**src/hdl/mth_pkg.sv**
```systemverilog
`timescale 1ns / 1ps

package mth_pkg;

  // Bytes of lookahead needed to settle the flag of the oldest byte.
  localparam int LOOKAHEAD = 10;
  // Byte window: head plus lookahead, plus one slot of slack.
  localparam int WIN_DEPTH = LOOKAHEAD + 2;
  localparam int CNT_W     = 4;
  localparam int SKIP_W    = 4;

  localparam logic [7:0] CH_TILDE = 8'h7E;
  localparam logic [7:0] CH_HASH  = 8'h23;
  localparam logic [7:0] CH_AT    = 8'h40;
  localparam logic [7:0] CH_DASH  = 8'h2D;
  localparam logic [7:0] CH_UNDER = 8'h5F;
  localparam logic [7:0] CH_SPACE = 8'h20;

  typedef struct packed {
    logic [7:0] text;
    logic       last;
  } win_entry_t;

  typedef struct packed {
    logic              token_active;
    logic [SKIP_W-1:0] skip_remaining;
    logic              prev_space;
  } scan_state_t;

  localparam scan_state_t SCAN_RESET = '{token_active: 1'b0,
                                         skip_remaining: '0,
                                         prev_space: 1'b1};

  function automatic logic is_digit(input logic [7:0] c);
    return (c >= 8'h30) && (c <= 8'h39);
  endfunction

  function automatic logic is_run_byte(input logic [7:0] c);
    return is_digit(c) || ((c >= 8'h61) && (c <= 8'h7A)) ||
           ((c >= 8'h41) && (c <= 8'h5A)) || (c == CH_DASH) || (c == CH_UNDER);
  endfunction

  function automatic logic is_sigil(input logic [7:0] c);
    return (c == CH_TILDE) || (c == CH_HASH) || (c == CH_AT);
  endfunction

endpackage

```
**src/hdl/mth_scan.sv**
```systemverilog
`timescale 1ns / 1ps

// Decides the flag of the head byte from the lookahead window and the scan state.
module mth_scan (
  input  logic [mth_pkg::LOOKAHEAD:0][7:0] win_byte,
  input  logic [mth_pkg::LOOKAHEAD:0]      in_line,
  input  logic                             head_last,
  input  mth_pkg::scan_state_t             state,
  output logic                             mark,
  output mth_pkg::scan_state_t             state_nxt
);
  import mth_pkg::*;

  logic [7:0] head;
  logic       shape_ok;
  logic       date_ok;

  assign head = win_byte[0];

  // The ten bytes from the head must all belong to this line and read dddd-dd-dd.
  always_comb begin
    shape_ok = 1'b1;
    for (int i = 0; i < LOOKAHEAD; i++) begin
      shape_ok = shape_ok && in_line[i];
      if ((i == 4) || (i == 7)) begin
        shape_ok = shape_ok && (win_byte[i] == CH_DASH);
      end else begin
        shape_ok = shape_ok && is_digit(win_byte[i]);
      end
    end
  end

  // A date must be followed by a space, or by the end of the line.
  assign date_ok = shape_ok &&
                   (in_line[LOOKAHEAD] ? (win_byte[LOOKAHEAD] == CH_SPACE) : 1'b1);

  always_comb begin
    mark      = 1'b0;
    state_nxt = state;
    if (state.skip_remaining != '0) begin
      mark = 1'b1;
      state_nxt.skip_remaining = state.skip_remaining - SKIP_W'(1);
    end else if (state.token_active && is_run_byte(head)) begin
      mark = 1'b1;
    end else begin
      // Either no token was open, or this byte closes it and is scanned afresh.
      state_nxt.token_active = 1'b0;
      if (is_sigil(head)) begin
        mark = in_line[1] && is_run_byte(win_byte[1]);
        state_nxt.token_active = mark;
      end else if (is_digit(head) && state.prev_space) begin
        mark = date_ok;
        if (date_ok) begin
          state_nxt.skip_remaining = SKIP_W'(LOOKAHEAD - 1);
        end
      end
    end
    state_nxt.prev_space = (head == CH_SPACE);
    if (head_last) begin
      state_nxt = SCAN_RESET;
    end
  end

endmodule

```
**src/hdl/meta_token_highlighter.sv**
```systemverilog
`timescale 1ns / 1ps

// Metadata token highlighter. Bytes of a text line enter one per transaction on the
// in_ channel, with in_line_end set on the final byte, and leave in the same order on
// the out_ channel, each with a highlight flag: set on every byte of a sigil token
// (~, # or @ followed by a run of letters, digits, '-' or '_') and of a yyyy-mm-dd date
// that stands between line start or a space and line end or a space. out_last marks
// the line's final byte. A byte is reported once the ten bytes after it are in the
// window, or once its line has ended, and the tail of a line drains one byte per
// cycle after the final byte arrives while out_stall is low. In steady flow the block
// takes one input transaction and gives one result transaction every cycle; the
// twelve-entry byte window and the output register let input continue while a result
// waits. in_stall rises only when the window is full, which happens only while
// out_stall holds results back.
module meta_token_highlighter (
  input  logic       clk,
  input  logic       rst_n,
  input  logic       in_valid,
  output logic       in_stall,
  input  logic [7:0] in_text_byte,
  input  logic       in_line_end,
  output logic       out_valid,
  input  logic       out_stall,
  output logic [7:0] out_byte,
  output logic       out_highlight,
  output logic       out_last
);
  import mth_pkg::*;

  // Window of bytes not yet reported; entry 0 is the oldest (the head).
  win_entry_t            win_r   [WIN_DEPTH];
  win_entry_t            win_nxt [WIN_DEPTH];
  logic [CNT_W-1:0]      cnt_r;
  logic [CNT_W-1:0]      cnt_nxt;
  logic [CNT_W-1:0]      wr_idx;
  scan_state_t           scan_r;
  scan_state_t           scan_nxt;

  logic                  out_valid_r;
  logic [7:0]            out_byte_r;
  logic                  out_highlight_r;
  logic                  out_last_r;

  logic [LOOKAHEAD:0][7:0] look_byte;
  logic [LOOKAHEAD:0]      in_line;
  logic                    any_last;
  logic                    decidable;
  logic                    push;
  logic                    pop;
  logic                    head_mark;

  // Work out which window entries still belong to the head byte's line. The first
  // stored line end closes the line; bytes behind it belong to the next one.
  always_comb begin
    logic seen;
    seen = 1'b0;
    for (int i = 0; i <= LOOKAHEAD; i++) begin
      look_byte[i] = win_r[i].text;
      in_line[i]   = (CNT_W'(i) < cnt_r) && !seen;
      seen         = seen || ((CNT_W'(i) < cnt_r) && win_r[i].last);
    end
    any_last = seen;
  end

  // The head is settled once the full lookahead is present or its line has ended.
  assign decidable = (cnt_r >= CNT_W'(LOOKAHEAD + 1)) || any_last;

  assign in_stall = (cnt_r == CNT_W'(WIN_DEPTH));
  assign push     = in_valid && !in_stall;
  assign pop      = (cnt_r != '0) && decidable && (!out_valid_r || !out_stall);

  mth_scan u_scan (
    .win_byte  (look_byte),
    .in_line   (in_line),
    .head_last (win_r[0].last),
    .state     (scan_r),
    .mark      (head_mark),
    .state_nxt (scan_nxt)
  );

  // Shift the window down on a report and append the incoming byte behind the
  // entries that remain.
  assign wr_idx  = cnt_r - CNT_W'(pop);
  assign cnt_nxt = wr_idx + CNT_W'(push);

  always_comb begin
    for (int i = 0; i < WIN_DEPTH - 1; i++) begin
      win_nxt[i] = pop ? win_r[i + 1] : win_r[i];
    end
    win_nxt[WIN_DEPTH - 1] = win_r[WIN_DEPTH - 1];
    for (int i = 0; i < WIN_DEPTH; i++) begin
      if (push && (wr_idx == CNT_W'(i))) begin
        win_nxt[i] = '{text: in_text_byte, last: in_line_end};
      end
    end
  end

  always_ff @(posedge clk) begin
    for (int i = 0; i < WIN_DEPTH; i++) begin
      win_r[i] <= win_nxt[i];
    end
  end

  always_ff @(posedge clk) begin
    if (!rst_n) begin
      cnt_r       <= '0;
      scan_r      <= SCAN_RESET;
      out_valid_r <= 1'b0;
    end else begin
      cnt_r <= cnt_nxt;
      if (pop) begin
        scan_r      <= scan_nxt;
        out_valid_r <= 1'b1;
      end else if (!out_stall) begin
        out_valid_r <= 1'b0;
      end
    end
  end

  // Result payload; held while the downstream side stalls.
  always_ff @(posedge clk) begin
    if (pop) begin
      out_byte_r      <= win_r[0].text;
      out_highlight_r <= head_mark;
      out_last_r      <= win_r[0].last;
    end
  end

  assign out_valid     = out_valid_r;
  assign out_byte      = out_byte_r;
  assign out_highlight = out_highlight_r;
  assign out_last      = out_last_r;

endmodule

```
**config.mk**
```make
export PLATFORM = sky130hd
export DESIGN_NAME = meta_token_highlighter
export DESIGN_NICKNAME = d
export VERILOG_FILES = /design/src/hdl/mth_pkg.sv /design/src/hdl/mth_scan.sv /design/src/hdl/meta_token_highlighter.sv
export SDC_FILE = /design/constraint.sdc
export NUM_CORES = 1
export LEC_CHECK = 0
export ABC_AREA = 1
export BUFFER_PORTS_ARGS = -buffer_cell sky130_fd_sc_hd__buf_2
export CAP_MARGIN = 20
export CORE_MARGIN = 1.5
export CORE_UTILIZATION = 35
export DETAILED_ROUTE_END_ITERATION = 12
export PLACE_DENSITY = 0.53
export RECOVER_POWER = 25
export SLEW_MARGIN = 20
export SYNTH_ARGS = -nofsm -noshare
export SYNTH_HDL_FRONTEND = slang
export SYNTH_HIERARCHICAL = 1
export SYNTH_SLANG_ARGS = --single-unit
```
**constraint.sdc**
```tcl
create_clock -name clk -period 3.9 [get_ports clk]
set_input_delay 0.78 -clock clk [delete_from_list [all_inputs] [get_ports clk]]
set_output_delay 0.78 -clock clk [all_outputs]
set_load 0.02 [all_outputs]
```
==> results_tabular.tex, run 1 <==
\begin{tabular}{lr}
\hline
Metric & Value \\
\hline
\multicolumn{2}{l}{\textbf{Yosys}} \\
Syn Nets & 713 \\
Primary FF master, synth & edfxtp\_1 \\
Number of warning messages in the yosys log & 6 \\
Top-area cell type share of the netlist area & 53.7\% \\
Post-synth EDFFs & 118 \\
Main area contributors after synthesis & edfxtp\_1, nand2\_1, o21ai\_0 \\
Leading area contributor after synthesis & edfxtp\_1 \\
Share of flip-flops with an asynchronous set or reset after synthesis & 0\% \\
Register bit total from synthesis & between 100 and 150 \\
Sequential cell area fraction in the yosys report & 57.0\% \\
Synthesized area & between 6000 and 7000 um\^{}2 \\
Syn Inst Count & 695 \\
Yosys cell types & 42 \\
Avg Synthesized Cell Area & 9.50 um\^{}2 \\
\multicolumn{2}{l}{\textbf{Global route}} \\
First-pass GRT wire length & 23400 um \\
Pin count of the biggest net entering global routing & 20 \\
Total routing usage reported by global routing & 15.9\% \\
Vias in the first global route & 4512 \\
Overflow left after global routing & 0 \\
Number of antenna violations at the first check in global routing & 1 \\
\multicolumn{2}{l}{\textbf{Detailed routing}} \\
First drt pass iteration count & 5 \\
Post-detailed-route DRC marker count & 0 \\
Residual antenna-violating net count after detailed routing & 0 \\
Total length of routed met3 wires & 423 um \\
Routed length per placed instance & 15.4 um \\
Initial detailed-routing violation count & about 280 \\
Routed via count & 4744 \\
Met2 wire len & 7460 um \\
Routed length on met1 & 6710 um \\
Total detailed-routing wirelength & around 15000 um \\
Uppermost signal routing layer after detailed routing & met4 \\
Via density per instance & 4.90 \\
\multicolumn{2}{l}{\textbf{Critical path}} \\
Critical setup path kind & reg2reg \\
Data required time of the critical path & 4.01 ns \\
Worst-path fanout max & 19 \\
Most frequent CP cell & nand2\_2 \\
Worst reg2reg endpoint & win\_r[0][7] \\
Arrival time reported for the critical path endpoint & roughly 3.8 ns \\
CP max stage cell & dfxtp\_1 \\
Delay-heaviest family, CP & simple AND/OR/NAND/NOR gates \\
Nature of the critical path endpoint & flop \\
Reg2Reg Launch Point & cnt\_r[3] \\
R2R cell count & 16 \\
Reg-to-reg setup timing slack & 0.25 ns \\
Count of buffer and inverter cells on the critical path & 2 \\
Ordered list of cells on the worst path & nor2\_4, nand2\_2, nand2\_2, nand3\_4, nor2\_4, nand4\_4, nor2\_4, nand4\_4, nand2\_2, inv\_1, ha\_1, ha\_1, inv\_1, nor3\_4, nand2\_2, nand2\_2 \\
Kind of launch point of the worst setup path & flop \\
Delay of the slowest cell on the worst path & about 0.39 ns \\
\multicolumn{2}{l}{\textbf{Cells and area}} \\
Number of nets in the layout & 739 \\
Post-Layout Inst Area & $\sim$7500 um\^{}2 \\
Area delta synth->final & 13.5\% \\
Proportion of layout cells with a drive suffix above 1 & 15.5\% \\
Final Instance Count excl. Fillers & approximately 970 \\
Antenna diode count & 0 \\
Final core utilization & roughly two fifths \\
\multicolumn{2}{l}{\textbf{Die}} \\
DIE WIDTH & 140 um \\
Height of the chip & 140 um \\
Placeable core region & about 19000 um\^{}2 \\
Cell row count & 50 \\
Number of top-level pins & 25 \\
Initial Util & between 30 and 40\% \\
Die area & 19700 um\^{}2 \\
\multicolumn{2}{l}{\textbf{Placement}} \\
HPWL reported at the end of detailed placement & 10800 um \\
Number of placed instances, taps included & 936 \\
Placed standard-cell area & 6920 um\^{}2 \\
IO buf count & 24 \\
Last weighted congestion value of the routability-driven placer & 0.836 \\
\multicolumn{2}{l}{\textbf{STA}} \\
Crit share post-route & 93.7\% \\
Number of setup violations in the final report & 0 \\
Slew @ Worst Pin & about 0.95 ns \\
Slew Viols, Final & 0 \\
Final Hold Violating Endpoints & 0 \\
Shortest period the worst path allows & 3.65 ns \\
Achievable frequency & 0.274 GHz \\
Tightest slew margin relative to the limit & 36.8\% \\
Worst-case clock skew & between 0.008 and 0.009 ns \\
\multicolumn{2}{l}{\textbf{Job}} \\
Max-capacitance violation count & 0 \\
\multicolumn{2}{l}{\textbf{Worst hold path}} \\
Worst hold path class & reg2reg \\
Worst Hold Endpoint & scan\_r[0] \\
Worst hold path stage count & 2 \\
Launch point of the worst hold path & scan\_r[0] \\
\multicolumn{2}{l}{\textbf{Power}} \\
Post-layout total power & 7.94 mW \\
Leakage & 3.13 nW \\
Total power divided by cell area & 1060 nW/um\^{}2 \\
Peak VDD IR & 0.466 mV \\
\multicolumn{2}{l}{\textbf{Clock network}} \\
TritonCTS clock tree & built \\
Total clock buffers created by CTS & 17 \\
CTS HTree Levels & 4 \\
Clk buf depth & 2 \\
Clock Tree Root & clkbuf\_16 \\
Hold buffer count at cts & 0 \\
Clock slew at the register clock pins of the worst setup and hold paths & 0.06 ns \\
Sink Count & roughly 130 \\
Worst skew pair latency & 0.43 ns \\
\multicolumn{2}{l}{\textbf{Status}} \\
Result of the run & finished, final reports clean \\
\hline
\end{tabular}
-- power breakdown --
group	switching, mW	total (mW)	internal, mW
Sequential	0.425	3.15	2.72
Clock	0.627	1.64	1.01
Combinational	2.20	3.16	0.960
Total	3.25	7.94	4.69
-- worst register-to-register path, cell delays in order, from the launching register on --
cell	delay, ns
dfxtp_1	0.39
nor2_4	0.21
nand2_2	0.11
nand2_2	0.10
nand3_4	0.10
nor2_4	0.13
nand4_4	0.12
nor2_4	0.14
nand4_4	0.19
nand2_2	0.12
inv_1	0.06
ha_1	0.20
ha_1	0.36
inv_1	0.16
nor3_4	0.36
nand2_2	0.28
nand2_2	0.29
-- cells in the mapped netlist, types with 4 or more instances --
cell type / number
o21ai_2: 27
inv_1: 66
o21ai_0: 58
clkbuf_1: 9
nor2_4: 5
ha_1: 5
inv_2: 4
a21oi_1: 9
dfxtp_1: 11
nor3_1: 6
buf_6: 6
nor2_1: 52
nand3_1: 23
nand2_1: 202
edfxtp_1: 118
o21ai_1: 31
nand2_4: 4
buf_2: 6
nand2_2: 15
-- worst max path at each step --
stage,startpoint,to,cells past startpoint
floorplan,cnt_r[3],win_r[2][10],18
global placement,cnt_r[3],win_r[0][12],16
detailed placement,cnt_r[3],win_r[0][11],16
CTS,cnt_r[3],win_r[0][16],16
global route,cnt_r[3],win_r[0][7],16
finish,cnt_r[3],win_r[0][7],16
-- cells in the final DEF (no fill, tap or decap), types with 6 or more instances in the layout --
cell,n
o21ai_2,23
nand2_1,198
nor2_1,52
clkbuf_16,17
nand3_1,23
clkbuf_1,20
a21oi_1,11
dfxtp_1,11
buf_2,6
edfxtp_1,118
nor3_1,6
o21ai_1,27
o21ai_0,66
nand2_2,19
inv_1,66
-- sequential cells by signal, summed over array words and instances, names as in the netlist --
signal         count
scan_r             6
out_byte           8
out_valid          1
out_highlight      1
cnt_r              4
out_last           1
win_r            108
-- stage by stage --
| step | TNS, ns | hold slack (ns) | worst slack (ns) |
|---|---|---|---|
| global placement | 0 | 0.466 | 0.265 |
| floorplan | 0 | 0.429 | 0.291 |
| global route | -0.00420 | 0.494 | -0.00220 |
| detailed placement | 0 | 0.467 | 0.0815 |
| CTS | 0 | 0.481 | 0.0286 |
| finish | 0 | 0.469 | 0.246 |
-- layer usage --
layer,vias up,GRT usage (%)
met5,-,0
met4,0,6.59
met3,25,3.45
met2,80,27.4
met1,2245,19.1
li1,2394,-
-- cells by family (layout without fill, tap and decap cells) --
kind of cell / Yosys count / after routing / synth area share [%]
and+or+nand+nor: 332 / 332 / 23.4
AOI/OAI and AO/OA: 132 / 132 / 12.0
DFF: 129 / 129 / 57.0
buffers and inverters: 95 / 134 / 6.33
adders and majority gates: 5 / 5 / 0.947
xor gates and xnor gates: 2 / 2 / 0.379
-- repair_timing --
action	in CTS	in global routing
setup endpoints to repair	0	54
setup buffers	0	0
gates resized for setup	0	6
-- layout make-up --
class / count / area [um^2]
clock buffers: 17 / 425
clock inverters: 15 / 185
fillers: 1814 / 11100
inverters: 71 / 269
multi-input cells: 471 / 2420
flip-flops and latches: 129 / 3760
well taps: 234 / 293
repair buffers: 31 / 143
(Power assumes the default switching activity.)
==> run 2: changes to the inputs <==
--- a/config.mk
+++ b/config.mk
@@ -11,8 +11,9 @@
 export CORE_MARGIN = 1.5
 export CORE_UTILIZATION = 35
 export DETAILED_ROUTE_END_ITERATION = 12
-export PLACE_DENSITY = 0.53
+export PLACE_DENSITY = 0.58
 export RECOVER_POWER = 25
+export SETUP_SLACK_MARGIN = 0.3
 export SLEW_MARGIN = 20
 export SYNTH_ARGS = -nofsm -noshare
 export SYNTH_HDL_FRONTEND = slang
==> results_tabular.tex, run 2 (synthesis results as in run 1) <==
\begin{tabular}{lr}
\hline
Metric & Value \\
\hline
\multicolumn{2}{l}{\textbf{Detailed routing}} \\
Post-detailed-route DRC marker count & 0 (unchanged) \\
Total detailed-routing wirelength & 14400 um (was 14900 um) \\
Routed via count & 4681 (was 4744) \\
Via density per instance & 4.81 (was 4.90) \\
First drt pass iteration count & 5 (unchanged) \\
Initial detailed-routing violation count & 296 (was 283) \\
Residual antenna-violating net count after detailed routing & 0 (unchanged) \\
Routed length per placed instance & 14.7 um (was 15.4 um) \\
\multicolumn{2}{l}{\textbf{Die}} \\
Placeable core region & 18600 um\^{}2 (unchanged) \\
Height of the chip & 140 um (unchanged) \\
Initial Util & 35.5\% (unchanged) \\
DIE WIDTH & 140 um (unchanged) \\
Die area & 19700 um\^{}2 (unchanged) \\
Number of top-level pins & 25 (unchanged) \\
Cell row count & 50 (unchanged) \\
\multicolumn{2}{l}{\textbf{Clock network}} \\
Total clock buffers created by CTS & 17 (unchanged) \\
Clk buf depth & 2 (unchanged) \\
TritonCTS clock tree & built (unchanged) \\
Clock Tree Root & clkbuf\_16 (unchanged) \\
Worst skew pair latency & 0.42 ns (was 0.43 ns) \\
Clock slew at the register clock pins of the worst setup and hold paths & 0.06 ns (about the same) \\
Sink Count & 129 (unchanged) \\
CTS HTree Levels & 4 (unchanged) \\
Hold buffer count at cts & 0 (unchanged) \\
\multicolumn{2}{l}{\textbf{Power}} \\
Peak VDD IR & 0.539 mV (was 0.466 mV) \\
Post-layout total power & 7.94 mW (about the same) \\
Total power divided by cell area & 1050 nW/um\^{}2 (was 1060 nW/um\^{}2) \\
Leakage & 3.18 nW (was 3.13 nW) \\
\multicolumn{2}{l}{\textbf{Critical path}} \\
Reg2Reg Launch Point & cnt\_r[3] (unchanged) \\
Arrival time reported for the critical path endpoint & 3.56 ns (was 3.76 ns) \\
Reg-to-reg setup timing slack & 0.48 ns (was 0.25 ns) \\
Critical setup path kind & reg2reg (unchanged) \\
Data required time of the critical path & 4.04 ns (was 4.01 ns) \\
Worst reg2reg endpoint & win\_r[2][16] (was win\_r[0][7]) \\
Worst-path fanout max & 18 (was 19) \\
Startpoint of the worst setup timing path & cnt\_r[3] (unchanged) \\
Last element of the critical path & win\_r[2][16] (was win\_r[0][7]) \\
Nature of the critical path endpoint & flop (unchanged) \\
R2R cell count & 18 (was 16) \\
Kind of launch point of the worst setup path & flop (unchanged) \\
\multicolumn{2}{l}{\textbf{Job}} \\
Max-capacitance violation count & 0 (unchanged) \\
\multicolumn{2}{l}{\textbf{STA}} \\
Tightest slew margin relative to the limit & 24.7\% (was 36.8\%) \\
Total negative slack for setup checks & 0 ns (unchanged) \\
Worst Slack Setup Final & 0.484 ns (was 0.246 ns) \\
Achievable frequency & 0.293 GHz (was 0.274 GHz) \\
Slew @ Worst Pin & 1.13 ns (was 0.948 ns) \\
Worst hold margin & 0.472 ns (was 0.469 ns) \\
Shortest period the worst path allows & 3.42 ns (was 3.65 ns) \\
Crit share post-route & 87.6\% (was 93.7\%) \\
Final Hold Violating Endpoints & 0 (unchanged) \\
Setup repair after global routing missed its margin & false \\
Slew Viols, Final & 0 (unchanged) \\
Worst-case clock skew & 0.00955 ns (was 0.00839 ns) \\
Number of setup violations in the final report & 0 (unchanged) \\
\multicolumn{2}{l}{\textbf{Cells and area}} \\
Top reg by flops & win\_r (unchanged) \\
Proportion of layout cells with a drive suffix above 1 & 16.6\% (was 15.5\%) \\
Antenna diode count & 0 (unchanged) \\
Commonest non-fill, non-tap cell in the layout & nand2\_1 (unchanged) \\
Number of nets in the layout & 745 (was 739) \\
Area delta synth->final & 14.1\% (was 13.5\%) \\
Largest register FFs & 108 (unchanged) \\
Most frequent cells in the layout & nand2\_1, edfxtp\_1, inv\_1 (was nand2\_1, edfxtp\_1, inv\_1, o21ai\_0, nor2\_1) \\
Final Instance Count excl. Fillers & 974 (was 968) \\
\multicolumn{2}{l}{\textbf{Placement}} \\
Number of placed instances, taps included & 938 (was 936) \\
Last weighted congestion value of the routability-driven placer & 0.887 (was 0.836) \\
HPWL reported at the end of detailed placement & 10200 um (was 10800 um) \\
Worst slack at placement & 0.317 ns (was 0.0815 ns) \\
IO buf count & 24 (unchanged) \\
\multicolumn{2}{l}{\textbf{Global route}} \\
Vias in the first global route & 4459 (was 4512) \\
Total routing usage reported by global routing & 15.4\% (was 15.9\%) \\
Overflow left after global routing & 0 (unchanged) \\
First-pass GRT wire length & 22800 um (was 23400 um) \\
Number of antenna violations at the first check in global routing & 0 (was 1) \\
Pin count of the biggest net entering global routing & 20 (unchanged) \\
\multicolumn{2}{l}{\textbf{Status}} \\
Result of the run & finished, final reports clean (unchanged) \\
\multicolumn{2}{l}{\textbf{Worst hold path}} \\
Worst hold path class & reg2reg (unchanged) \\
\hline
\end{tabular}
[run 2: cell types whose count changed in the layout (fill, tap and decap cells not counted), moves of 3 or more]
cell | before | now
nand2_4 | 4 | 9
nand2_1 | 198 | 195
o21ai_1 | 27 | 30
buf_4 | 5 | 11
[run 2: layout make-up]
class,count,area [um^2]
sequential,129,3760
timing repair buffer,37,188
fill,1797,11000
inverter,71,269
clock inverter,15,158
multi-input combinational,471,2440
tap,234,293
clock buffer,17,425
[run 2: critical path, stage by stage, from the launching register on]
cell	delay, ns
dfxtp_1	0.40
nor2_4	0.18
nand2_2	0.10
nand2_2	0.10
nand3_4	0.09
nor2_4	0.10
nand4_1	0.13
nor2_1	0.25
nand4_4	0.12
nand2_1	0.10
inv_1	0.05
ha_1	0.19
ha_1	0.36
inv_1	0.15
nor3_4	0.33
nand2_2	0.11
buf_4	0.21
nand2_1	0.06
o21ai_1	0.08
[run 2: per-layer routing]
metal / vias up / wire (um) / GRT usage [%]
met3: 21 / 564 / 3.49
met2: 103 / 6920 / 26.1
met4: 0 / 311 / 6.98
met5: - / 0 / 0
li1: 2409 / - / -
met1: 2148 / 6570 / 18.7
[run 2: stage by stage]
step / instance area [um^2] / utilization (%)
floorplan: 6610 / -
global placement: 6940 / 37.4
detailed placement: 6940 / 37.4
CTS: 7530 / 40.5
global route: 7530 / 40.5
finish: 7530 / 40.5
[run 2: what timing repair did]
action                                  in CTS  in global routing
gates resized for setup                      2                 14
pin swaps                                    0                  3
buffers inserted                             0                  4
endpoints found under the setup margin      18                168
[run 2: how the worst min path moves through the flow]
stage / from / to / cells past startpoint
after floorplan: scan_r[0] / scan_r[0] / 2
after global placement: scan_r[0] / scan_r[0] / 2
after detailed placement: scan_r[0] / scan_r[0] / 2
after CTS: scan_r[0] / scan_r[0] / 2
after global routing: scan_r[0] / scan_r[0] / 2
final: scan_r[0] / scan_r[0] / 2
[run 2: where the power goes]
group | total (mW) | internal (mW) | switching [mW] | leakage (nW)
combinational | 3.22 | 1.02 | 2.20 | 1.62
sequential | 3.15 | 2.72 | 0.425 | 1.28
clock | 1.58 | 0.945 | 0.633 | 0.278
